`src/hw/rtl/irc_lft_pkg.sv`:
```
// Package for the chat-protocol line field tagger.
// Holds the result item type, field tags, line status codes and queue sizing.
// No dependencies.
`timescale 1ns / 1ps
`default_nettype none

package irc_lft_pkg;

   localparam int MaxParams  = 15;
   localparam int CountW     = 5;
   localparam int QueueDepth = 2;   // power of two
   localparam int QPtrW      = $clog2(QueueDepth);
   localparam int QCountW    = $clog2(QueueDepth + 1);

   localparam logic [7:0] ByteCr    = 8'h0D;
   localparam logic [7:0] ByteLf    = 8'h0A;
   localparam logic [7:0] ByteColon = 8'h3A;
   localparam logic [7:0] ByteSpace = 8'h20;

   localparam logic [2:0] TagSep     = 3'd0;
   localparam logic [2:0] TagOrigin  = 3'd1;
   localparam logic [2:0] TagCommand = 3'd2;
   localparam logic [2:0] TagParam   = 3'd3;
   localparam logic [2:0] TagDropped = 3'd4;
   localparam logic [2:0] TagBody    = 3'd5;
   localparam logic [2:0] TagEnd     = 3'd6;

   localparam logic [1:0] StatusEmpty   = 2'd0;
   localparam logic [1:0] StatusValid   = 2'd1;
   localparam logic [1:0] StatusInvalid = 2'd2;

   typedef struct packed {
      logic [1:0] line_status;
      logic       token_first;
      logic [3:0] param_index;
      logic [2:0] field_tag;
   } result_type;

endpackage

`default_nettype wire

```
`src/hw/rtl/irc_lft_front.sv`:
```
// Front end: accepts bytes, tracks line state and classifies each byte.
// Uses irc_lft_pkg; pushes one result item per byte into the queue.
`timescale 1ns / 1ps
`default_nettype none

module irc_lft_front (
   input  wire                      clock,
   input  wire                      reset,
   input  wire                      req_tvalid,
   output logic                     req_tready,
   input  wire  [7:0]               req_tdata,    // data_byte
   input  wire                      queue_full,
   output logic                     push,
   output irc_lft_pkg::result_type  push_item
);

   logic                           at_line_start_ff, at_line_start_in;
   logic                           prefix_colon_ff, prefix_colon_in;
   logic                           in_body_ff, in_body_in;
   logic                           in_token_ff, in_token_in;
   logic [irc_lft_pkg::CountW-1:0] token_count_ff, token_count_in;
   logic                           line_has_bytes_ff, line_has_bytes_in;
   logic [irc_lft_pkg::CountW-1:0] class_count;

   localparam logic [irc_lft_pkg::CountW-1:0] CountOne =
      irc_lft_pkg::CountW'(1);
   localparam logic [irc_lft_pkg::CountW-1:0] CountLastParam =
      irc_lft_pkg::CountW'(irc_lft_pkg::MaxParams + 1);
   localparam logic [irc_lft_pkg::CountW-1:0] CountSat =
      irc_lft_pkg::CountW'(irc_lft_pkg::MaxParams + 2);

   assign req_tready = !queue_full;
   assign push       = req_tvalid && !queue_full;

   always_comb begin
      at_line_start_in  = at_line_start_ff;
      prefix_colon_in   = prefix_colon_ff;
      in_body_in        = in_body_ff;
      in_token_in       = in_token_ff;
      token_count_in    = token_count_ff;
      line_has_bytes_in = line_has_bytes_ff;
      push_item             = '0;
      push_item.field_tag   = irc_lft_pkg::TagSep;
      push_item.line_status = irc_lft_pkg::StatusEmpty;
      class_count           = token_count_ff;

      if (req_tdata == irc_lft_pkg::ByteCr || req_tdata == irc_lft_pkg::ByteLf) begin
         push_item.field_tag = irc_lft_pkg::TagEnd;
         if (!line_has_bytes_ff) begin
            push_item.line_status = irc_lft_pkg::StatusEmpty;
         end else if (token_count_ff >= CountOne) begin
            push_item.line_status = irc_lft_pkg::StatusValid;
         end else begin
            push_item.line_status = irc_lft_pkg::StatusInvalid;
         end
         at_line_start_in  = 1'b1;
         prefix_colon_in   = 1'b0;
         in_body_in        = 1'b0;
         in_token_in       = 1'b0;
         token_count_in    = '0;
         line_has_bytes_in = 1'b0;
      end else begin
         if (in_body_ff) begin
            push_item.field_tag   = irc_lft_pkg::TagBody;
            push_item.token_first = !in_token_ff;
            in_token_in           = 1'b1;
         end else if (req_tdata == irc_lft_pkg::ByteColon) begin
            if (at_line_start_ff) begin
               push_item.field_tag   = irc_lft_pkg::TagOrigin;
               push_item.token_first = 1'b1;
               prefix_colon_in       = 1'b1;
               in_token_in           = 1'b1;
            end else begin
               in_body_in      = 1'b1;
               in_token_in     = 1'b0;
               prefix_colon_in = 1'b0;
            end
         end else if (req_tdata == irc_lft_pkg::ByteSpace) begin
            in_token_in     = 1'b0;
            prefix_colon_in = 1'b0;
         end else if (in_token_ff && prefix_colon_ff) begin
            push_item.field_tag = irc_lft_pkg::TagOrigin;
         end else begin
            if (!in_token_ff) begin
               in_token_in           = 1'b1;
               push_item.token_first = 1'b1;
               if (token_count_ff < CountSat) begin
                  token_count_in = token_count_ff + CountOne;
               end
               class_count = token_count_in;
            end
            if (class_count <= CountOne) begin
               push_item.field_tag = irc_lft_pkg::TagCommand;
            end else if (class_count <= CountLastParam) begin
               push_item.field_tag   = irc_lft_pkg::TagParam;
               push_item.param_index = 4'(class_count - CountOne);
            end else begin
               push_item.field_tag = irc_lft_pkg::TagDropped;
            end
         end
         at_line_start_in  = 1'b0;
         line_has_bytes_in = 1'b1;
      end
   end

   always_ff @(posedge clock) begin
      if (reset) begin
         at_line_start_ff  <= 1'b1;
         prefix_colon_ff   <= 1'b0;
         in_body_ff        <= 1'b0;
         in_token_ff       <= 1'b0;
         token_count_ff    <= '0;
         line_has_bytes_ff <= 1'b0;
      end else if (push) begin
         at_line_start_ff  <= at_line_start_in;
         prefix_colon_ff   <= prefix_colon_in;
         in_body_ff        <= in_body_in;
         in_token_ff       <= in_token_in;
         token_count_ff    <= token_count_in;
         line_has_bytes_ff <= line_has_bytes_in;
      end
   end

endmodule

`default_nettype wire

```
`src/hw/rtl/irc_lft_queue.sv`:
```
// Short result queue between the front end and the output stage.
// Uses irc_lft_pkg for the item type and depth.
`timescale 1ns / 1ps
`default_nettype none

module irc_lft_queue (
   input  wire                      clock,
   input  wire                      reset,
   input  wire                      push,
   input  irc_lft_pkg::result_type  push_item,
   output logic                     full,
   input  wire                      pop,
   output logic                     not_empty,
   output irc_lft_pkg::result_type  pop_item
);

   irc_lft_pkg::result_type           mem [irc_lft_pkg::QueueDepth];
   logic [irc_lft_pkg::QPtrW-1:0]     wr_ptr_ff, rd_ptr_ff;
   logic [irc_lft_pkg::QCountW-1:0]   count_ff, count_in;

   assign full      = count_ff == irc_lft_pkg::QCountW'(irc_lft_pkg::QueueDepth);
   assign not_empty = count_ff != '0;
   assign pop_item  = mem[rd_ptr_ff];

   always_comb begin
      count_in = count_ff;
      if (push && !pop) begin
         count_in = count_ff + irc_lft_pkg::QCountW'(1);
      end else if (pop && !push) begin
         count_in = count_ff - irc_lft_pkg::QCountW'(1);
      end
   end

   always_ff @(posedge clock) begin
      if (push) begin
         mem[wr_ptr_ff] <= push_item;
      end
   end

   always_ff @(posedge clock) begin
      if (reset) begin
         wr_ptr_ff <= '0;
         rd_ptr_ff <= '0;
         count_ff  <= '0;
      end else begin
         if (push) begin
            wr_ptr_ff <= wr_ptr_ff + irc_lft_pkg::QPtrW'(1);
         end
         if (pop) begin
            rd_ptr_ff <= rd_ptr_ff + irc_lft_pkg::QPtrW'(1);
         end
         count_ff <= count_in;
      end
   end

endmodule

`default_nettype wire

```
`src/hw/rtl/irc_lft_back.sv`:
```
// Output stage: registers result items from the queue onto the result stream.
// Uses irc_lft_pkg for the item type.
`timescale 1ns / 1ps
`default_nettype none

module irc_lft_back (
   input  wire                      clock,
   input  wire                      reset,
   input  wire                      queue_not_empty,
   input  irc_lft_pkg::result_type  queue_item,
   output logic                     pop,
   output logic                     rsp_tvalid,
   input  wire                      rsp_tready,
   output logic [15:0]              rsp_tdata   // field_tag, param_index, token_first,
                                                // line_status, zero pad
);

   logic                     valid_ff;
   irc_lft_pkg::result_type  item_ff;

   assign pop        = queue_not_empty && (!valid_ff || rsp_tready);
   assign rsp_tvalid = valid_ff;
   assign rsp_tdata  = {6'b0, item_ff};

   always_ff @(posedge clock) begin
      if (reset) begin
         valid_ff <= 1'b0;
      end else if (!valid_ff || rsp_tready) begin
         valid_ff <= queue_not_empty;
      end
   end

   always_ff @(posedge clock) begin
      if (pop) begin
         item_ff <= queue_item;
      end
   end

endmodule

`default_nettype wire

```
`src/hw/rtl/irc_line_field_tagger_top.sv`:
```
// Top level of the chat-protocol line field tagger.
// Instantiates irc_lft_front, irc_lft_queue and irc_lft_back; uses irc_lft_pkg.
//
// Usage:
//   req_*: raw stream bytes, one per item, in tdata[7:0].
//   rsp_*: one result item per byte, in order: tdata[2:0] field tag,
//          [6:3] parameter index, [7] first byte of token or body,
//          [9:8] line status (meaningful on line-end bytes), [15:10] zero.
//   An accepted byte is written into the queue, then moved into the output
//   register, from which rsp shows it until the receiver takes it.
//   Throughput: one byte per cycle while the queue is not full, with the line
//   state in the front end updated as each byte is accepted.
//   A two-entry queue sits between front end and output register, so the
//   front end keeps accepting while a result waits; req_tready drops only
//   when the queue is full, i.e. in the cycle after the receiver stalls while
//   items stream back to back.
//   Reset (synchronous, active high) empties the queue and output register
//   and returns the line state to the start of a fresh line.
`timescale 1ns / 1ps
`default_nettype none

module irc_line_field_tagger_top (
   input  wire          clock,
   input  wire          reset,
   input  wire          req_tvalid,
   output logic         req_tready,
   input  wire  [7:0]   req_tdata,    // data_byte
   output logic         rsp_tvalid,
   input  wire          rsp_tready,
   output logic [15:0]  rsp_tdata     // field_tag, param_index, token_first,
                                      // line_status, zero pad
);

   logic                     push, pop, queue_full, queue_not_empty;
   irc_lft_pkg::result_type  push_item, pop_item;

   irc_lft_front u_front (
      .clock      (clock),
      .reset      (reset),
      .req_tvalid (req_tvalid),
      .req_tready (req_tready),
      .req_tdata  (req_tdata),
      .queue_full (queue_full),
      .push       (push),
      .push_item  (push_item)
   );

   irc_lft_queue u_queue (
      .clock     (clock),
      .reset     (reset),
      .push      (push),
      .push_item (push_item),
      .full      (queue_full),
      .pop       (pop),
      .not_empty (queue_not_empty),
      .pop_item  (pop_item)
   );

   irc_lft_back u_back (
      .clock           (clock),
      .reset           (reset),
      .queue_not_empty (queue_not_empty),
      .queue_item      (pop_item),
      .pop             (pop),
      .rsp_tvalid      (rsp_tvalid),
      .rsp_tready      (rsp_tready),
      .rsp_tdata       (rsp_tdata)
   );

endmodule

`default_nettype wire

```
`config.mk`:
```
export PLATFORM = sky130hd
export DESIGN_NAME = irc_line_field_tagger_top
export DESIGN_NICKNAME = d
export VERILOG_FILES = /design/src/hw/rtl/irc_lft_pkg.sv /design/src/hw/rtl/irc_lft_front.sv /design/src/hw/rtl/irc_lft_queue.sv /design/src/hw/rtl/irc_lft_back.sv /design/src/hw/rtl/irc_line_field_tagger_top.sv
export SDC_FILE = /design/constraint.sdc
export NUM_CORES = 1
export LEC_CHECK = 0
export ABC_AREA = 0
export ABC_CLOCK_PERIOD_IN_PS = 2940
export BUFFER_PORTS_ARGS = -buffer_cell sky130_fd_sc_hd__buf_4
export CAP_MARGIN = 10
export CORE_MARGIN = 3
export CORE_UTILIZATION = 30
export DETAILED_ROUTE_END_ITERATION = 10
export PLACE_DENSITY = 0.52
export SLEW_MARGIN = 25
export SYNTH_ARGS = -nofsm -noshare
export SYNTH_HDL_FRONTEND = slang
export SYNTH_SLANG_ARGS = --single-unit
```
`constraint.sdc`:
```
create_clock -name clock -period 2.94 [get_ports clock]
set_input_delay 0.735 -clock clock [delete_from_list [all_inputs] [get_ports clock]]
set_output_delay 0.735 -clock clock [all_outputs]
set_load 0.01 [all_outputs]
```
==> flow_metrics.tcl <==
set metrics [dict create \
    ir_worst_vdd_uv 324 \
    grt_max_degree 19 \
    ctsResizeCount 0 \
    yosys-top-cells-count "edfxtp_1 (30), nor2_1 (18), dfxtp_1 (15)" \
    status "completed" \
    hold_path.class "register to register" \
    r2r-end "u_queue.mem[1][0]$_DFFE_PP_" \
    grt_usage_pct 10.1 \
    yosys_warnings 0 \
    grt_pass1_wl_mm 6.73 \
    tightestPinTransition_ns 0.544 \
    dieArea_mm2 0.00848 \
    fillers 716 \
    cts_root_buffer "clkbuf_8" \
    crit_path_start_kind "register" \
    yosys.area.top_type "edfxtp_1" \
    crit_path_cell_trace "or3_1, a21oi_1, o21a_1, inv_1, ha_1, a41o_2, o2111ai_1, nand2_1" \
    io_pins 30 \
    finalCritPeriodShare_pct 75.2 \
    drive_above_1_share_pct 25.2 \
    rr_worst_depth 8 \
    period_needed_ns 2.21 \
    clk_path_buf_depth 2 \
    antenna_found_initial 0 \
    syn-cell-area_mm2 0.00222 \
    r2r_start "u_front.token_count_ff[2]$_SDFFE_PP0P_" \
    synth_area_per_cell_um2 11.5 \
    cp_data_required_time_ns 2.97 \
    cts_tree "yes" \
    wl_mm 3.89 \
    synth_most_common_cell "edfxtp_1" \
    p_leak_uw 0.000976 \
    drt_pass1_iterations 4 \
    crit_family "compound AO/OA/AOI/OAI gates" \
    yosys.area.top_type_share_pct 40.5 \
    area_growth_pct 15.9 \
    cp.depth 8 \
    via_per_inst 4.73 \
    clkLatencyLatePin_ns 0.29 \
    cts.sinks 45 \
    portBuffers 23 \
    cp-startpoint "u_front.token_count_ff[2]$_SDFFE_PP0P_" \
    fmax_mhz 453 \
    dpl.hpwl_mm 2.75 \
    skew_ns 0.00306 \
    synthArstFlopShare_pct 0 \
    setup_viol 0 \
    synthCells 194 \
    critPathBufInv 1 \
    fin_total_pwr_uw 2000 \
    ys_seq_area_share_pct 54.0 \
    tns_ns 0 \
    maxSlewViolCount 0 \
    overflow 0 \
    hold_violations 0 \
    arrival_ns 2.24 \
    crit_type "register to register" \
    slowest_stage "dfxtp_1" \
    synth_ff_type "edfxtp_1" \
    die_y_um 92.1 \
    rows 30 \
    powerDensity_mw_per_mm2 777 \
    ys_seq_elements 45 \
    drt_iter0_drc 67 \
    post_drt_wl_per_cell_um 12.4 \
    cap_viol_max_count 0 \
    final_antenna_net_count 0 \
    cp_slowest_stage_delay_ns 0.44 \
    grt_pass1_vias 1374 \
    diodes 0 \
    rsz0062_at_grt "no" \
    ctsHoldBuffers 0 \
    gp_congestion 0.790 \
    die_width_um 92.1 \
    slew_headroom_pct 63.7 \
    end_kind "register" \
    route.detailed.drc 0 \
    htree_levels 2 \
    post_cts_buffers 0 \
    cts_buffers 5 \
    synth_cell_types 51 \
    final_nets 234 \
    crit_end "u_queue.mem[1][0]$_DFFE_PP_" \
    num_vias 1484 \
    core_area_mm2 0.00698 \
    initial_core_util_pct 31.9 \
    path_clk_slew_ns 0.08 \
    cp_max_fo 12 \
    synth_edf_count 30 \
    reg2reg_slack_ns 0.73 \
    ys_top_cells_by_area "edfxtp_1 (40%), dfxtp_1 (13%), mux2_2 (5.1%), nor2_1 (3.0%), ha_1 (2.8%)" \
]
[state kept, by name (all words and copies together), names as in the netlist]
register,flops
u_back.rsp_tdata,10
u_back.rsp_tvalid,1
u_front.at_line_start_ff,1
u_front.in_body_ff,1
u_front.in_token_ff,1
u_front.line_has_bytes_ff,1
u_front.prefix_colon_ff,1
u_front.token_count_ff,5
u_queue.count_ff,2
u_queue.mem,20
u_queue.rd_ptr_ff,1
u_queue.wr_ptr_ff,1
[layer usage]
| layer | part of all wire, % | GRT usage [%] | vias up | routed length, µm |
|---|---|---|---|---|
| met2 | 45 | 15.5 | 38 | 1750 |
| met4 | 1.6 | 4.08 | 0 | 61 |
| met5 | 0 | 0 | - | 0 |
| met3 | 4.5 | 2.46 | 4 | 175 |
| met1 | 49 | 13.5 | 695 | 1900 |
| li1 | - | - | 747 | - |
[placed cells by master (no fill, tap or decap), types with 2 or more instances in the layout]
cell type	n
dfxtp_1	15
or3_1	3
and3b_1	2
inv_1	9
nor3_1	5
nor4_1	2
buf_4	25
nand2_1	13
o32ai_1	5
or2_2	2
edfxtp_1	30
nand2b_1	6
conb_1	6
o21a_1	3
a21oi_1	12
o211a_1	2
clkbuf_8	5
nor2_1	18
nor3b_1	2
xor2_1	3
o21ai_0	4
xnor2_1	2
ha_1	5
mux2_2	10
[metrics by stage]
stage	instances	hold slack (ns)	setup WS, ns	util (%)	area [µm²]
floorplan	199	0.436	0.910	-	2240
global placement	306	0.455	0.671	35.3	2470
detailed placement	306	0.462	0.669	35.3	2470
CTS	314	0.478	0.731	36.9	2580
global route	314	0.500	0.550	36.9	2580
finish	314	0.473	0.730	36.9	2580
[cell type report]
type	count	area, µm²	share of cell area [%]
clock buffer	6	72.6	2.82
clock inverter	2	38.8	1.50
inverter	9	33.8	1.31
multi-input combinational	131	923	35.8
sequential	45	1200	46.6
tap	96	120	4.66
timing repair buffer	25	188	7.28
[worst min-delay path, stage by stage, from the launching register on]
cell and delay, ns:
dfxtp_1 0.33, nand2_1 0.06, nand2_1 0.04
[report_power, final]
group	internal [µW]	total (µW)	switching (µW)
clock network	255	461	206
logic	280	591	311
registers	866	952	85.5
[cells by family after synthesis]
kind of cell	count (synthesis)	synth area share, %
simple gates	65	16.2
flops	45	54.0
compound gates	40	14.5
buf+inv	23	5.34
mux	10	5.06
fa+ha+maj	5	2.81
xor+xnor	5	1.97
other cells	1	0.169
[worst min-delay path by stage]
stage                                           startpoint                                endpoint  slack, ns  cells after the start
floorplan            u_front.at_line_start_ff$_SDFFE_PP1P_   u_front.at_line_start_ff$_SDFFE_PP1P_       0.44                      2
global placement    u_front.line_has_bytes_ff$_SDFFE_PP0P_  u_front.line_has_bytes_ff$_SDFFE_PP0P_       0.46                      1
detailed placement  u_front.line_has_bytes_ff$_SDFFE_PP0P_  u_front.line_has_bytes_ff$_SDFFE_PP0P_       0.46                      1
CTS                  u_front.at_line_start_ff$_SDFFE_PP1P_   u_front.at_line_start_ff$_SDFFE_PP1P_       0.48                      2
global route        u_front.line_has_bytes_ff$_SDFFE_PP0P_  u_front.line_has_bytes_ff$_SDFFE_PP0P_       0.50                      1
finish               u_front.at_line_start_ff$_SDFFE_PP1P_   u_front.at_line_start_ff$_SDFFE_PP1P_       0.47                      2
Note: power is estimated with default switching activity, not from simulation.
